[config.mk]
export PLATFORM = sky130hd
export DESIGN_NAME = data_segment_rle_decoder
export DESIGN_NICKNAME = d
export VERILOG_FILES = /design/src/hw/rtl/drle_pkg.sv /design/src/hw/rtl/data_segment_rle_decoder.sv /design/src/hw/rtl/drle_front.sv /design/src/hw/rtl/drle_queue.sv /design/src/hw/rtl/drle_back.sv
export SDC_FILE = /design/constraint.sdc
export NUM_CORES = 1
export LEC_CHECK = 0
export BUFFER_PORTS_ARGS = -buffer_cell sky130_fd_sc_hd__buf_2
export CAP_MARGIN = 10
export CORE_MARGIN = 2
export CORE_UTILIZATION = 45
export DETAILED_ROUTE_END_ITERATION = 12
export GPL_TIMING_DRIVEN = 0
export SKIP_LAST_GASP = 1
export SLEW_MARGIN = 10
export SYNTH_ARGS = -nofsm -noshare
export SYNTH_HDL_FRONTEND = slang
export SYNTH_HIERARCHICAL = 1
export SYNTH_SLANG_ARGS = --single-unit
[constraint.sdc]
create_clock -name clk -period 5 [get_ports clk]
set_input_delay 1.5 -clock clk [delete_from_list [all_inputs] [get_ports clk]]
set_output_delay 1.5 -clock clk [all_outputs]
set_load 0.02 [all_outputs]
[src/hw/rtl/drle_pkg.sv]
// shared types, codes and template tables for the data segment rle decoder
package drle_pkg;

  localparam int DEFAULT_SEGMENT_COUNT = 3;
  localparam int QUEUE_DEPTH = 2;
  localparam int RUN_W = 6;

  localparam logic [7:0] BYTE_FF = 8'hFF;
  localparam logic [7:0] BYTE_A9 = 8'hA9;
  localparam logic [7:0] BYTE_F0 = 8'hF0;

  localparam logic [7:0] CODE_END = 8'h00;
  localparam logic [7:0] CODE_TMPL_LAST = 8'h04;

  localparam logic [2:0] TMPL_FF_PAIR = 3'd1;
  localparam logic [2:0] TMPL_FF_ONE = 3'd2;

  typedef enum logic [2:0] {
    PH_OFFSET,
    PH_CONTROL,
    PH_LITERAL,
    PH_REPEAT,
    PH_TEMPLATE,
    PH_DONE
  } phase_t;

  typedef enum logic [1:0] {
    KIND_WRITE,
    KIND_SEG_END,
    KIND_STREAM_END,
    KIND_BAD
  } kind_t;

  typedef enum logic [1:0] {
    CMD_RUN,
    CMD_END,
    CMD_BAD
  } cmd_op_t;

  // one queued command, the work caused by one input byte
  typedef struct packed {
    cmd_op_t          op;
    logic [31:0]      addr;
    logic [7:0]       data;
    logic [RUN_W-1:0] count;
    logic             alt;
    logic             stream_end;
  } cmd_t;

  typedef struct packed {
    logic push;
    cmd_t cmd;
  } cmd_push_t;

  // number of literal bytes that follow a template code
  function automatic logic [2:0] tmpl_count(input logic [2:0] code);
    logic [2:0] n;
    case (code)
      3'd1: n = 3'd2;
      3'd2: n = 3'd3;
      3'd3: n = 3'd3;
      3'd4: n = 3'd4;
      default: n = 3'd0;
    endcase
    return n;
  endfunction

  // byte position of a template literal from the cursor
  function automatic logic [2:0] tmpl_pos(input logic [2:0] code, input logic [1:0] step);
    logic [2:0] p;
    case ({code, step})
      {3'd1, 2'd0}: p = 3'd6;
      {3'd1, 2'd1}: p = 3'd7;
      {3'd2, 2'd0}: p = 3'd5;
      {3'd2, 2'd1}: p = 3'd6;
      {3'd2, 2'd2}: p = 3'd7;
      {3'd3, 2'd0}: p = 3'd4;
      {3'd3, 2'd1}: p = 3'd5;
      {3'd3, 2'd2}: p = 3'd7;
      {3'd4, 2'd0}: p = 3'd3;
      {3'd4, 2'd1}: p = 3'd4;
      {3'd4, 2'd2}: p = 3'd5;
      {3'd4, 2'd3}: p = 3'd7;
      default: p = 3'd0;
    endcase
    return p;
  endfunction

endpackage

[src/hw/rtl/data_segment_rle_decoder.sv]
// Data segment RLE decoder: takes one compressed byte per transfer and issues
// byte writes plus segment end, stream end and bad code markers. A byte that
// causes no result or one result is taken every cycle; a byte that causes N
// results (a fill or repeat run of up to 33 writes, a template head of up to
// two) keeps the write expander busy for all N, one result per cycle unless
// stalled. The parser runs ahead through a two-entry command queue and stalls
// input only when that queue is full. dest_base is sampled on the fourth
// offset byte of each segment; after the last segment every further byte is
// taken and ignored until reset.
module data_segment_rle_decoder #(
  parameter int SEGMENT_COUNT = drle_pkg::DEFAULT_SEGMENT_COUNT
) (
  input  logic        clk,
  input  logic        rst,
  input  logic        cfg_wr_en,
  input  logic [31:0] cfg_wr_data,
  input  logic        stream_valid,
  output logic        stream_stall,
  input  logic [7:0]  stream_byte,
  output logic        result_valid,
  input  logic        result_stall,
  output logic [1:0]  kind,
  output logic [31:0] write_address,
  output logic [7:0]  write_data,
  output logic        last
);
  import drle_pkg::*;

  cmd_push_t cq;
  cmd_t      head;
  logic      head_valid;
  logic      pop;
  logic      full;
  logic      xfer;

  assign stream_stall = full;
  assign xfer         = stream_valid && !full;

  drle_front #(
    .SEGMENT_COUNT(SEGMENT_COUNT)
  ) u_front (
    .clk         (clk),
    .rst         (rst),
    .cfg_wr_en   (cfg_wr_en),
    .cfg_wr_data (cfg_wr_data),
    .xfer        (xfer),
    .stream_byte (stream_byte),
    .cq          (cq)
  );

  drle_queue u_queue (
    .clk        (clk),
    .rst        (rst),
    .cq         (cq),
    .pop        (pop),
    .full       (full),
    .head_valid (head_valid),
    .head       (head)
  );

  drle_back u_back (
    .clk           (clk),
    .rst           (rst),
    .head_valid    (head_valid),
    .head          (head),
    .pop           (pop),
    .result_valid  (result_valid),
    .result_stall  (result_stall),
    .kind          (kind),
    .write_address (write_address),
    .write_data    (write_data),
    .last          (last)
  );

endmodule

[src/hw/rtl/drle_front.sv]
// front end: parses the byte stream and turns each byte into at most one command
module drle_front #(
  parameter int SEGMENT_COUNT = drle_pkg::DEFAULT_SEGMENT_COUNT
) (
  input  logic                clk,
  input  logic                rst,
  input  logic                cfg_wr_en,
  input  logic [31:0]         cfg_wr_data,
  input  logic                xfer,
  input  logic [7:0]          stream_byte,
  output drle_pkg::cmd_push_t cq
);
  import drle_pkg::*;

  localparam int SEG_W = (SEGMENT_COUNT > 1) ? $clog2(SEGMENT_COUNT) : 1;

  phase_t            phase, phase_next;
  logic [31:0]       dest_base;
  logic [SEG_W-1:0]  segment_index, segment_index_next;
  logic [1:0]        offset_byte_count, offset_byte_count_next;
  logic [23:0]       offset_accum, offset_accum_next;
  logic [31:0]       cursor_address, cursor_address_next;
  logic [7:0]        run_remaining, run_remaining_next;
  logic [2:0]        template_code, template_code_next;
  logic [2:0]        template_step, template_step_next;

  logic [6:0]  cur_inc;
  logic [2:0]  addr_off;
  logic [2:0]  step_inc;
  logic        tmpl_end;
  logic        last_seg;
  logic        is_end_code;
  logic        is_tmpl_code;

  assign step_inc     = template_step + 3'd1;
  assign tmpl_end     = (step_inc == tmpl_count(template_code));
  assign last_seg     = (segment_index == SEG_W'(SEGMENT_COUNT - 1));
  assign is_end_code  = (stream_byte == CODE_END);
  assign is_tmpl_code = (stream_byte <= CODE_TMPL_LAST);

  always_comb begin
    phase_next = phase;
    if (xfer) begin
      case (phase)
        PH_OFFSET: begin
          if (offset_byte_count == 2'd3) phase_next = PH_CONTROL;
        end
        PH_CONTROL: begin
          if (stream_byte[7]) begin
            phase_next = PH_LITERAL;
          end else if (stream_byte[6]) begin
            phase_next = PH_CONTROL;
          end else if (stream_byte[5]) begin
            phase_next = PH_REPEAT;
          end else if (stream_byte[4]) begin
            phase_next = PH_CONTROL;
          end else if (is_end_code || !is_tmpl_code) begin
            phase_next = last_seg ? PH_DONE : PH_OFFSET;
          end else begin
            phase_next = PH_TEMPLATE;
          end
        end
        PH_LITERAL: begin
          if (run_remaining == 8'd1) phase_next = PH_CONTROL;
        end
        PH_REPEAT: phase_next = PH_CONTROL;
        PH_TEMPLATE: begin
          if (tmpl_end) phase_next = PH_CONTROL;
        end
        PH_DONE: phase_next = PH_DONE;
        default: phase_next = PH_OFFSET;
      endcase
    end
  end

  always_comb begin
    segment_index_next     = segment_index;
    offset_byte_count_next = offset_byte_count;
    offset_accum_next      = offset_accum;
    run_remaining_next     = run_remaining;
    template_code_next     = template_code;
    template_step_next     = template_step;
    cur_inc                = '0;
    addr_off               = '0;
    cq.push                = 1'b0;
    cq.cmd.op              = CMD_RUN;
    cq.cmd.data            = stream_byte;
    cq.cmd.count           = RUN_W'(1);
    cq.cmd.alt             = 1'b0;
    cq.cmd.stream_end      = last_seg;
    if (xfer) begin
      case (phase)
        PH_OFFSET: begin
          offset_byte_count_next = offset_byte_count + 2'd1;
          offset_accum_next      = (offset_byte_count == 2'd3) ? 24'd0
                                   : {offset_accum[15:0], stream_byte};
        end
        PH_CONTROL: begin
          if (stream_byte[7]) begin
            run_remaining_next = {1'b0, stream_byte[6:0]} + 8'd1;
          end else if (stream_byte[6]) begin
            cur_inc = {1'b0, stream_byte[5:0]} + 7'd1;
          end else if (stream_byte[5]) begin
            run_remaining_next = {3'b000, stream_byte[4:0]} + 8'd2;
          end else if (stream_byte[4]) begin
            cq.push      = 1'b1;
            cq.cmd.data  = BYTE_FF;
            cq.cmd.count = RUN_W'({1'b0, stream_byte[3:0]}) + RUN_W'(1);
            cur_inc      = {3'b000, stream_byte[3:0]} + 7'd1;
          end else if (is_end_code || !is_tmpl_code) begin
            cq.push                = 1'b1;
            cq.cmd.op              = is_end_code ? CMD_END : CMD_BAD;
            segment_index_next     = segment_index + SEG_W'(1);
            offset_byte_count_next = '0;
            offset_accum_next      = '0;
          end else begin
            template_code_next = stream_byte[2:0];
            template_step_next = '0;
            cq.push            = 1'b1;
            cq.cmd.data        = BYTE_FF;
            // the constant bytes of a template go out with its code
            if (stream_byte[2:0] == TMPL_FF_PAIR) begin
              addr_off     = 3'd4;
              cq.cmd.count = RUN_W'(2);
            end else if (stream_byte[2:0] == TMPL_FF_ONE) begin
              addr_off     = 3'd4;
              cq.cmd.count = RUN_W'(1);
            end else begin
              cq.cmd.count = RUN_W'(2);
              cq.cmd.alt   = 1'b1;
            end
          end
        end
        PH_LITERAL: begin
          cq.push            = 1'b1;
          cur_inc            = 7'd1;
          run_remaining_next = run_remaining - 8'd1;
        end
        PH_REPEAT: begin
          cq.push            = 1'b1;
          cq.cmd.count       = run_remaining[RUN_W-1:0];
          cur_inc            = {1'b0, run_remaining[5:0]};
          run_remaining_next = '0;
        end
        PH_TEMPLATE: begin
          cq.push  = 1'b1;
          addr_off = tmpl_pos(template_code, template_step[1:0]);
          if (tmpl_end) begin
            cur_inc            = 7'd8;
            template_step_next = '0;
            template_code_next = '0;
          end else begin
            template_step_next = step_inc;
          end
        end
        default: ;
      endcase
    end
    cq.cmd.addr = cursor_address + {29'd0, addr_off};
    if (xfer && phase == PH_OFFSET && offset_byte_count == 2'd3) begin
      cursor_address_next = dest_base + {offset_accum, stream_byte};
    end else begin
      cursor_address_next = cursor_address + {25'd0, cur_inc};
    end
  end

  always_ff @(posedge clk) begin
    if (rst) begin
      phase             <= PH_OFFSET;
      dest_base         <= '0;
      segment_index     <= '0;
      offset_byte_count <= '0;
      offset_accum      <= '0;
      cursor_address    <= '0;
      run_remaining     <= '0;
      template_code     <= '0;
      template_step     <= '0;
    end else begin
      phase             <= phase_next;
      segment_index     <= segment_index_next;
      offset_byte_count <= offset_byte_count_next;
      offset_accum      <= offset_accum_next;
      cursor_address    <= cursor_address_next;
      run_remaining     <= run_remaining_next;
      template_code     <= template_code_next;
      template_step     <= template_step_next;
      if (cfg_wr_en) dest_base <= cfg_wr_data;
    end
  end

endmodule

[src/hw/rtl/drle_queue.sv]
// short command queue between the parser and the write expander
module drle_queue (
  input  logic                clk,
  input  logic                rst,
  input  drle_pkg::cmd_push_t cq,
  input  logic                pop,
  output logic                full,
  output logic                head_valid,
  output drle_pkg::cmd_t      head
);
  import drle_pkg::*;

  localparam int QW = (QUEUE_DEPTH > 1) ? $clog2(QUEUE_DEPTH) : 1;
  localparam int CW = $clog2(QUEUE_DEPTH + 1);

  cmd_t          entry [QUEUE_DEPTH];
  logic [QW-1:0] wr_ptr, rd_ptr;
  logic [CW-1:0] fill, fill_next;
  logic          do_push, do_pop;

  assign full       = (fill == CW'(QUEUE_DEPTH));
  assign head_valid = (fill != '0);
  assign head       = entry[rd_ptr];
  assign do_push    = cq.push && !full;
  assign do_pop     = pop && head_valid;

  always_comb begin
    fill_next = fill;
    if (do_push && !do_pop) fill_next = fill + CW'(1);
    else if (!do_push && do_pop) fill_next = fill - CW'(1);
  end

  always_ff @(posedge clk) begin
    if (rst) begin
      wr_ptr <= '0;
      rd_ptr <= '0;
      fill   <= '0;
    end else begin
      fill <= fill_next;
      if (do_push) wr_ptr <= wr_ptr + QW'(1);
      if (do_pop) rd_ptr <= rd_ptr + QW'(1);
    end
  end

  always_ff @(posedge clk) begin
    if (do_push) entry[wr_ptr] <= cq.cmd;
  end

endmodule

[src/hw/rtl/drle_back.sv]
// back end: expands queued commands into result items, one per cycle unless result_stall holds the output
module drle_back (
  input  logic           clk,
  input  logic           rst,
  input  logic           head_valid,
  input  drle_pkg::cmd_t head,
  output logic           pop,
  output logic           result_valid,
  input  logic           result_stall,
  output logic [1:0]     kind,
  output logic [31:0]    write_address,
  output logic [7:0]     write_data,
  output logic           last
);
  import drle_pkg::*;

  logic [RUN_W-1:0] idx;
  logic             load;
  logic             final_item;
  kind_t            kind_c;
  logic [31:0]      addr_c;
  logic [7:0]       data_c;

  assign load = !result_valid || !result_stall;
  assign pop  = head_valid && load && final_item;

  always_comb begin
    kind_c     = KIND_WRITE;
    addr_c     = '0;
    data_c     = '0;
    final_item = 1'b1;
    case (head.op)
      CMD_RUN: begin
        addr_c     = head.addr + {{(32-RUN_W){1'b0}}, idx};
        final_item = ((idx + RUN_W'(1)) == head.count);
        if (head.alt) data_c = (idx == '0) ? BYTE_A9 : BYTE_F0;
        else data_c = head.data;
      end
      CMD_END, CMD_BAD: begin
        // stream end marker trails the last segment's end
        if (idx == '0) begin
          kind_c     = (head.op == CMD_END) ? KIND_SEG_END : KIND_BAD;
          final_item = !head.stream_end;
        end else begin
          kind_c = KIND_STREAM_END;
        end
      end
      default: ;
    endcase
  end

  always_ff @(posedge clk) begin
    if (rst) begin
      result_valid <= 1'b0;
      idx          <= '0;
    end else if (load) begin
      result_valid <= head_valid;
      if (head_valid) idx <= final_item ? '0 : idx + RUN_W'(1);
    end
  end

  always_ff @(posedge clk) begin
    if (load && head_valid) begin
      kind          <= kind_c;
      write_address <= addr_c;
      write_data    <= data_c;
      last          <= final_item;
    end
  end

  a_run_idx_in_range: assert property (@(posedge clk) disable iff (rst)
    head_valid && head.op == CMD_RUN |-> idx < head.count)
    else $error("run index past command length");

  a_marker_second_only_stream_end: assert property (@(posedge clk) disable iff (rst)
    head_valid && head.op != CMD_RUN && idx != '0 |-> head.stream_end && idx == RUN_W'(1))
    else $error("second marker item without stream end");

  a_stream_end_is_last: assert property (@(posedge clk) disable iff (rst)
    result_valid && kind == KIND_STREAM_END |-> last)
    else $error("stream end marker not flagged last");

  a_idx_clear_after_pop: assert property (@(posedge clk) disable iff (rst)
    pop |=> idx == '0)
    else $error("index not cleared after command retired");

endmodule
==> flow_metrics.env, run 1 <==
export IMPL_first_global_vias=11100
export IMPL_coreArea_mm2=0.0333
export IMPL_cp_arrival_ns=5.28
export IMPL_grtUsageTotal=0.212
export IMPL_drive_gt1_frac=0.145
export IMPL_ys_flop_type="edfxtp_1"
export IMPL_fmax_mhz=206
export IMPL_antenna_cells=0
export IMPL_synth_xor_area_share=0.0667
export IMPL_startpoint_type="input pin"
export IMPL_grt_max_degree=45
export IMPL_synth_adder_area_share=0.0625
export IMPL_grt_pass1_wl_mm=60.2
export IMPL_ys_seq_area_frac=0.445
export IMPL_overflow=0
export IMPL_rows=67
export IMPL_yosys_warnings=6
export IMPL_syn_area_mm2=0.0151
export IMPL_cts_tree="built"
export IMPL_syn_avg_cell_area_um2=9.60
export IMPL_antenna_found_initial=0
export IMPL_drc_errors=0
export IMPL_syn_to_final_growth_pct=13.6
export IMPL_final_period_utilization=0.973
export IMPL_cts_sinks=264
export IMPL_async_flop_share=0
export IMPL_synth_edf_count=143
export IMPL_synth_mux_area_frac=0.0626
export IMPL_switching_share=0.229
export IMPL_power_leakage_nw=6.49
export IMPL_crit_path_start="stream_valid"
export IMPL_synthesis_nets=1691
export IMPL_synth_simple_area_share=0.176
export IMPL_layoutNonFillerInstCount=2163
export IMPL_cp_end_kind="register"
export IMPL_avgViaCountPerCell=5.39
export IMPL_clockBufferDepth=3
export IMPL_dr_first_iter_drc_count=680
export IMPL_clockPowerShare=0.447
export IMPL_peakVddDrop_mv=0.243
export IMPL_power_density_mw_per_mm2=281
export IMPL_ys_types=89
export IMPL_io_buffers=88
export IMPL_postLayoutCoreUtil=0.515
export IMPL_die_h_um=187
export IMPL_synth_area_top_cells="edfxtp_1, dfxtp_1, ha_1, nor2_1, a21oi_1"
export IMPL_synth_compound_area_frac=0.149
export IMPL_worstPathMaxFanout=10
export IMPL_grt_util_met3=0.0220
export IMPL_ys_seq_elements=264
export IMPL_timing_hold_ws_ns=0.457
export IMPL_gp_congestion=0.895
export IMPL_worstHoldStart="u_front/offset_accum[16]$_SDFFE_PP0P_"
export IMPL_die_w_um=187
export IMPL_yosys_area_top_type="edfxtp_1"
export IMPL_vias=11700
export IMPL_worst_ep_required_time_ns=5.41
export IMPL_clkLatencyLatePin_ns=0.55
export IMPL_cts_reportedPaths_clkPinSlew_ns=0.06
export IMPL_hold_viol=0
export IMPL_dr_pass1_iters=5
export IMPL_slew_violations=0
export IMPL_critical_path_class="input pin to register"
export IMPL_status="complete, no violations"
export IMPL_top_usage_layer="met2"
export IMPL_hold_class="register to register"
export IMPL_switchingPower_mw=1.11
export IMPL_power_internal_mw=3.72
export IMPL_finalCriticalPeriod_ns=4.86
export IMPL_cts_buffers=29
export IMPL_setup_tns_ns=0
export IMPL_setup_viol=0
export IMPL_place_hpwl_mm=28.3
export IMPL_final_net_count=1810
export IMPL_cts_root_buf="clkbuf_16"
export IMPL_use_met1=0.310
export IMPL_placedCellCount=2112
export IMPL_tightestPinTransition_ns=0.911
export IMPL_ios=90
export IMPL_wl_per_cell_um=17.2
export IMPL_clock_skew_final_ns=0.0118
export IMPL_drtAntennaViolNets=0
export IMPL_die_area_mm2=0.0350
export IMPL_report_power_total_mw=4.82
export IMPL_initial_core_util=0.454
export IMPL_routed_wl_mm=37.3
export IMPL_share_comb_of_total_power=0.071
export IMPL_slew_limit_headroom=0.393
export IMPL_synth_top_family_by_area="simple AND/OR/NAND/NOR gates"
export IMPL_h_tree_depth=1
export IMPL_rsz0062_at_grt="true"
export IMPL_synth_cells=1573
export IMPL_gr_usage_met2=0.337
export IMPL_r2r_start="u_queue/fill[0]$_SDFFE_PP0P_"
export IMPL_max_cap_violations=0
export IMPL_fillerInstances=3107
export IMPL_seq_power_share=0.482
export IMPL_synth_top_area_frac=0.284
metrics by stage:
step	setup slack [ns]	area, um^2
3_3_place_gp	-0.544	16100
6_report	0.137	17200
2_1_floorplan	0.422	15100
5_1_grt	-0.0611	17200
4_1_cts	0.0396	17100
3_5_place_dp	-0.584	16200
critical path, cell delays in order:
cell and delay [ns]:
buf_2 0.08, nor2b_4 0.21, clkbuf_1 0.39, o21ai_1 0.27, a31oi_1 0.24, ha_1 0.23
inv_1 0.06, fa_1 0.38, nand2b_1 0.19, a21oi_1 0.33, o2111ai_1 0.35, nor2_4 0.31
nand2_1 0.11, xor2_1 0.17, a2111oi_1 0.45
kinds of logic after synthesis:
family,after synthesis
AOI/OAI and AO/OA,344
xor gates and xnor gates,115
and+or+nand+nor,560
buffers and inverters,129
DFF,264
muxes,88
adders and majority gates,73
final timing paths:
kind                                                         endpoint  slack (ns)  cells past startpoint
worst max-delay path            u_front/cursor_address[20]$_SDFF_PP0_        0.14                     15
worst min-delay path            u_front/offset_accum[16]$_SDFFE_PP0P_        0.46                      2
worst max register to register  u_front/cursor_address[20]$_SDFF_PP0_        0.63                     15
worst min register to register  u_front/offset_accum[16]$_SDFFE_PP0P_        0.46                      2
sequential cells by signal, indices dropped and copies added (netlist names), 3 cells and up, named ones only:
| name | cells |
|---|---|
| u_back/idx | 6 |
| u_back/write_address | 32 |
| u_back/write_data | 8 |
| u_front/cursor_address | 32 |
| u_front/dest_base | 32 |
| u_front/offset_accum | 24 |
| u_front/phase | 3 |
| u_front/run_remaining | 8 |
| u_front/template_code | 3 |
| u_front/template_step | 3 |
| u_queue/entry | 100 |
cell type report:
class	count	area (um^2)	area share
well taps	448	561	0.0327
repair buffers	91	500	0.0292
flip-flops and latches	264	6720	0.392
multi-input cells	1180	7830	0.456
clock inverters	16	139	0.00810
clock buffers	38	845	0.0492
plain buffers	83	402	0.0234
inverters	43	161	0.00941
cell usage after synthesis, types with 5 or more instances:
| library cell | instances |
|---|---|
| nor2_1 | 193 |
| edfxtp_1 | 143 |
| nand2_1 | 133 |
| a21oi_1 | 121 |
| dfxtp_1 | 121 |
| ha_1 | 69 |
| nand3_1 | 64 |
| xnor2_1 | 64 |
| o21ai_0 | 62 |
| clkbuf_1 | 55 |
| xor2_1 | 51 |
| mux2_2 | 47 |
| inv_1 | 43 |
| mux2i_1 | 37 |
| a211oi_1 | 32 |
| nor3_1 | 27 |
| a21o_1 | 21 |
| and3_1 | 20 |
| nand4_1 | 16 |
| a31oi_1 | 15 |
| nand2b_1 | 15 |
| nor2b_1 | 14 |
| and2_1 | 13 |
| buf_2 | 13 |
| o21a_1 | 13 |
| or3_1 | 12 |
| o211ai_1 | 10 |
| nor4_1 | 9 |
| nor3b_1 | 8 |
| buf_1 | 7 |
| o21bai_1 | 7 |
| nand3b_1 | 6 |
| clkbuf_8 | 5 |
| or2_2 | 5 |
power by group through the flow:
stage	Clock [mW]	Combinational [mW]	Sequential (mW)
final	2.16	0.341	2.32
after global routing	2.30	0.379	2.33
after CTS	2.21	0.338	2.32
after detailed placement	0	0.336	2.37
after global placement	0	0.333	2.37
after floorplan	0	0.232	2.36
layout by cell type (no fill, tap or decap), types with 13 or more instances in the layout:
cell	synthesis	layout
nand2b_1	15	15
and3_1	20	20
nand4_1	16	16
nor2b_1	14	14
buf_2	13	101
nor2_1	193	193
xor2_1	51	51
a21o_1	21	21
nand2_1	133	133
o21a_1	13	13
dfxtp_1	121	121
a211oi_1	32	32
nor3_1	27	25
nand3_1	64	64
ha_1	69	69
a31oi_1	15	15
clkbuf_16	0	32
o21ai_0	62	61
mux2i_1	37	37
clkbuf_1	55	55
edfxtp_1	143	143
a21oi_1	121	121
inv_1	43	41
xnor2_1	64	64
mux2_2	47	47
per-layer routing:
| layer | share of wire | up-vias | wire length, um |
|---|---|---|---|
| met3 | 0.046 | 56 | 1730 |
| met4 | 0.021 | 0 | 785 |
| met2 | 0.43 | 277 | 16100 |
| met1 | 0.50 | 5398 | 18700 |
| met5 | 0 | - | 0 |
| li1 | - | 5934 | - |
timing repair:
action / 4_1_cts / 5_1_grt
hold buffers: 0 / 0
setup endpoints to repair: 1 / 39
buffers inserted: 0 / 0
gates resized for setup: 0 / 4
No activity file was read; power rests on OpenSTA's default activity.
==> inputs of run 2 (changes only) <==
--- a/config.mk
+++ b/config.mk
@@ -11,6 +11,7 @@
 export CORE_UTILIZATION = 45
 export DETAILED_ROUTE_END_ITERATION = 12
 export GPL_TIMING_DRIVEN = 0
+export PLACE_DENSITY_LB_ADDON = 0.3
 export SKIP_LAST_GASP = 1
 export SLEW_MARGIN = 10
 export SYNTH_ARGS = -nofsm -noshare
==> flow_metrics.env, run 2 (synthesis gave the netlist of run 1 again) <==
export IMPL_status="complete, no violations"
export IMPL_cts_hold_buf=0
export IMPL_ios=90
export IMPL_grt_max_degree=47
export IMPL_report_power_total_mw=4.82
export IMPL_power_leakage_nw=6.50
export IMPL_routed_wl_mm=36.9
export IMPL_tightestPinTransition_ns=0.843
export IMPL_fillerInstances=3068
export IMPL_grt_pass1_wl_mm=59.7
export IMPL_vias=11800
export IMPL_final_net_count=1814
export IMPL_peakVddDrop_mv=0.275
export IMPL_regArea_mm2=0.00672
export IMPL_final_area_mm2=0.0172
export IMPL_min_to="u_front/offset_accum[18]$_SDFFE_PP0P_"
export IMPL_dr_pass1_iters=5
export IMPL_die_h_um=187
export IMPL_slew_violations=0
export IMPL_worstPathMaxFanout=9
export IMPL_slew_limit_headroom=0.438
export IMPL_worstHoldStart="u_front/offset_accum[18]$_SDFFE_PP0P_"
export IMPL_h_tree_depth=1
export IMPL_rows=67
export IMPL_critical_path_class="input pin to register"
export IMPL_final_cell_mix="nor2_1, edfxtp_1, nand2_1, a21oi_1, dfxtp_1"
export IMPL_antenna_found_initial=0
export IMPL_startpoint_type="input pin"
export IMPL_clock_skew_final_ns=0.0139
export IMPL_cts_tree="built"
export IMPL_die_w_um=187
export IMPL_avgViaCountPerCell=5.45
export IMPL_overflow=0
export IMPL_wl_per_cell_um=17.0
export IMPL_placed_area_mm2=0.0162
export IMPL_final_period_utilization=0.944
export IMPL_clkLatencyLatePin_ns=0.57
export IMPL_rsz0062_at_grt="true"
export IMPL_hold_class="register to register"
export IMPL_rr_endpoint="u_front/cursor_address[20]$_SDFF_PP0_"
export IMPL_syn_to_final_growth_pct=13.7
export IMPL_setup_viol=0
export IMPL_coreArea_mm2=0.0333
export IMPL_top_register="u_queue/entry"
export IMPL_ff2ff_path_depth=15
export IMPL_cp_end_kind="register"
export IMPL_max_cap_violations=0
export IMPL_place_hpwl_mm=28.1
export IMPL_drive_gt1_frac=0.147
export IMPL_hold_viol=0
export IMPL_power_density_mw_per_mm2=281
export IMPL_cts_buffers=29
export IMPL_postLayoutCoreUtil=0.516
export IMPL_initial_core_util=0.454
export IMPL_r2r_start="u_front/phase[2]$_SDFFE_PP0P_"
export IMPL_antenna_cells=0
export IMPL_setup_tns_ns=0
export IMPL_largest_reg_flops=100
export IMPL_final_common_cell="nor2_1"
export IMPL_grtUsageTotal=0.208
export IMPL_first_global_vias=11200
export IMPL_whs_path_depth=2
export IMPL_io_buffers=88
export IMPL_fmax_mhz=212
export IMPL_multi_input_comb_area_mm2=0.00783
export IMPL_cts_sinks=264
export IMPL_cts_reportedPaths_clkPinSlew_ns=0.06
export IMPL_cp_arrival_ns=5.15
export IMPL_drtAntennaViolNets=0
export IMPL_worst_ep_required_time_ns=5.43
export IMPL_cts_root_buf="clkbuf_16"
export IMPL_clockBufferDepth=3
export IMPL_gp_congestion=0.921
export IMPL_die_area_mm2=0.0350
export IMPL_dr_first_iter_drc_count=841
export IMPL_rrSetupSlack_ns=0.72
export IMPL_drc_errors=0
export IMPL_timing_hold_ws_ns=0.456
export IMPL_finalCriticalPeriod_ns=4.72
run 2: metrics by stage:
stage	worst slack, ns	std cells
2_1_floorplan	0.422	1573
3_3_place_gp	-0.633	2109
3_5_place_dp	-0.666	2112
4_1_cts	0.0141	2165
5_1_grt	-0.0966	2167
6_report	0.279	2167
run 2: worst max path at each step:
| stage | depth (start not counted) | slack (ns) | startpoint | to |
|---|---|---|---|---|
| 2_1_floorplan | 15 | 0.42 | stream_byte[4] | u_front/cursor_address[20]$_SDFF_PP0_ |
| 3_3_place_gp | 16 | -0.63 | stream_byte[6] | u_front/cursor_address[20]$_SDFF_PP0_ |
| 3_5_place_dp | 16 | -0.67 | stream_byte[6] | u_front/cursor_address[20]$_SDFF_PP0_ |
| 4_1_cts | 16 | 0.01 | stream_byte[4] | u_front/cursor_address[20]$_SDFF_PP0_ |
| 5_1_grt | 17 | -0.1 | stream_byte[5] | u_front/cursor_address[20]$_SDFF_PP0_ |
| 6_report | 17 | 0.28 | stream_byte[5] | u_front/cursor_address[20]$_SDFF_PP0_ |
run 2: final cells by class:
type,instances,share of cell area
clock inverter,14,0.00983
tap,448,0.0326
clock buffer,40,0.0470
multi-input combinational,1180,0.456
inverter,43,0.00940
buffer,83,0.0235
sequential,264,0.391
timing repair buffer,95,0.0309
run 2: layer usage:
layer,global-route usage,up-vias,part of all wire
met5,0,-,0
met4,0.0516,0,0.024
met3,0.0206,56,0.043
met2,0.334,309,0.44
met1,0.303,5502,0.49
li1,-,5944,-
run 2: timing repair:
action	CTS	global route
endpoints found under the setup margin	8	20
pin swaps	0	1
resized for setup	2	4
setup buffers	0	4
run 2: power breakdown:
part           total [mW]  internal, mW  switching, mW
Combinational       0.340         0.125          0.214
Sequential           2.33          2.30         0.0257
Clock                2.16          1.29          0.872
Total                4.82          3.71           1.11
run 2: critical path: stages:
cell,delay [ns]
buf_2,0.11
buf_2,0.19
inv_1,0.17
a21oi_1,0.10
nor3_2,0.26
nand2_1,0.09
a31oi_1,0.26
ha_1,0.24
inv_1,0.06
fa_1,0.38
nand2b_1,0.20
a21oi_1,0.31
o2111ai_1,0.34
nor2_4,0.25
nand2_1,0.10
xor2_1,0.17
a2111oi_1,0.41
==> inputs of run 3 (changes only) <==
--- a/config.mk
+++ b/config.mk
@@ -12,6 +12,7 @@
 export DETAILED_ROUTE_END_ITERATION = 12
 export GPL_TIMING_DRIVEN = 0
 export PLACE_DENSITY_LB_ADDON = 0.3
+export SETUP_SLACK_MARGIN = 0.5
 export SKIP_LAST_GASP = 1
 export SLEW_MARGIN = 10
 export SYNTH_ARGS = -nofsm -noshare
==> flow_metrics.env, run 3 (synthesis gave the netlist of run 1 again) <==
export IMPL_crit_chain="buf_2, clkbuf_4, inv_2, a21oi_1, nor3_2, nand2_1, a31oi_4, ha_2, inv_1, fa_1, nand2b_4, a21oi_4, o2111ai_4, nor2_4, nand2_1, xor2_1, a2111oi_2"
export IMPL_cts_buffers=30
export IMPL_antenna_cells=0
export IMPL_final_cell_mix="nor2_1, edfxtp_1, nand2_1, dfxtp_1, a21oi_1"
export IMPL_worstPathMaxFanout=9
export IMPL_vias=11900
export IMPL_cts_tree="built"
export IMPL_crit_top_cell="nand2_1"
export IMPL_dr_first_iter_drc_count=753
export IMPL_antenna_found_initial=0
export IMPL_setup_viol=0
export IMPL_clkLatencyLatePin_ns=0.56
export IMPL_path_buf_inv=4
export IMPL_largest_reg_flops=100
export IMPL_rrSetupSlack_ns=0.96
export IMPL_cts_sinks=264
export IMPL_slowest_delay_ns=0.39
export IMPL_rsz0062_at_grt="false"
export IMPL_drc_errors=0
export IMPL_io_buffers=88
export IMPL_clockBufferDepth=3
export IMPL_overflow=0
export IMPL_cts_root_buf="clkbuf_16"
export IMPL_grtUsageTotal=0.210
export IMPL_cts_reportedPaths_clkPinSlew_ns=0.06
export IMPL_fmax_mhz=231
export IMPL_h_tree_depth=1
export IMPL_critical_path_top_delay_family="compound AO/OA/AOI/OAI gates"
export IMPL_cp_arrival_ns=4.78
export IMPL_placed_area_mm2=0.0162
export IMPL_cpMaxStageDelayCell="fa_1"
export IMPL_fillerInstances=3104
export IMPL_clock_skew_final_ns=0.00996
export IMPL_startpoint_type="input pin"
export IMPL_final_period_utilization=0.866
export IMPL_slew_limit_headroom=0.406
export IMPL_finalCriticalPeriod_ns=4.33
export IMPL_peakVddDrop_mv=0.242
export IMPL_postLayoutCoreUtil=0.518
export IMPL_power_density_mw_per_mm2=273
export IMPL_slew_violations=0
export IMPL_avgViaCountPerCell=5.48
export IMPL_die_w_um=187
export IMPL_drive_gt1_frac=0.157
export IMPL_place_hpwl_mm=28.1
export IMPL_report_power_total_mw=4.70
export IMPL_hold_viol=0
export IMPL_hold_class="register to register"
export IMPL_status="complete, no violations"
export IMPL_worst_ep_required_time_ns=5.44
export IMPL_grt_pass1_wl_mm=60.1
export IMPL_gp_congestion=0.925
export IMPL_top_register="u_queue/entry"
export IMPL_drtAntennaViolNets=0
export IMPL_ios=90
export IMPL_final_net_count=1820
export IMPL_first_global_vias=11300
export IMPL_max_cap_violations=0
export IMPL_coreArea_mm2=0.0333
export IMPL_dr_pass1_iters=6
export IMPL_critical_path_class="input pin to register"
export IMPL_final_common_cell="nor2_1"
export IMPL_tightestPinTransition_ns=0.891
export IMPL_timing_hold_ws_ns=0.459
export IMPL_cp_end_kind="register"
export IMPL_die_h_um=187
export IMPL_setup_tns_ns=0
export IMPL_routed_wl_mm=37.2
export IMPL_final_area_mm2=0.0172
export IMPL_wl_per_cell_um=17.1
export IMPL_syn_to_final_growth_pct=14.1
export IMPL_initial_core_util=0.454
export IMPL_power_leakage_nw=6.50
export IMPL_rows=67
export IMPL_grt_max_degree=44
export IMPL_die_area_mm2=0.0350
[run 3: changes by cell type in the layout (fill, tap and decap cells not counted), sizes merged]
cell,change
clkinvlp,+6
clkinv,+3
clkbuf,-1
buf,+2
bufinv,-3
[run 3: area by class of cell]
type,instances,area [um^2],share of cell area
multi-input cells,1180,7900,0.458
repair buffers,97,546,0.0317
inverters,43,161,0.00937
flip-flops and latches,264,6720,0.390
well taps,448,561,0.0325
clock buffers,36,795,0.0461
clock inverters,20,128,0.00741
plain buffers,86,427,0.0248
[run 3: tightest hold or removal path: stages (launching register included)]
cell and delay [ns]:
dfxtp_1 0.31, nand2_1 0.05, a21oi_1 0.05
[run 3: per-layer routing]
metal  vias to the layer above  wire length (um)  global-route usage
met5                         -                 0                   0
met4                         0               790              0.0543
met3                        51              2120              0.0223
met2                       327             16500               0.335
met1                      5588             17800               0.305
li1                       5943                 -                   -
[run 3: power by group]
part | switching (mW) | total [mW] | internal (mW)
logic | 0.218 | 0.345 | 0.128
clock network | 0.894 | 2.03 | 1.14
registers | 0.0256 | 2.32 | 2.30
[run 3: metrics by stage]
stage / instances / worst slack (ns)
after floorplan: 1573 / 0.493
after global placement: 2109 / -0.540
after detailed placement: 2112 / -0.578
after CTS: 2169 / 0.397
after global routing: 2174 / 0.516
final: 2174 / 0.668
[run 3: what timing repair did]
action | in CTS | in global routing
setup endpoints to repair | 42 | 33
pin swaps | 2 | 7
buffers inserted | 1 | 5
resized for setup | 7 | 23
hold buffers | 0 | 0
[run 3: worst paths after layout]
| path | from | to | cells past startpoint |
|---|---|---|---|
| worst max-delay path | stream_byte[5] | u_front/cursor_address[20]$_SDFF_PP0_ | 17 |
| worst min-delay path | u_front/offset_accum[17]$_SDFFE_PP0P_ | u_front/offset_accum[17]$_SDFFE_PP0P_ | 2 |
| worst max register to register | u_front/template_step[0]$_SDFFE_PP0P_ | u_front/cursor_address[28]$_SDFF_PP0_ | 17 |
| worst min register to register | u_front/offset_accum[17]$_SDFFE_PP0P_ | u_front/offset_accum[17]$_SDFFE_PP0P_ | 2 |
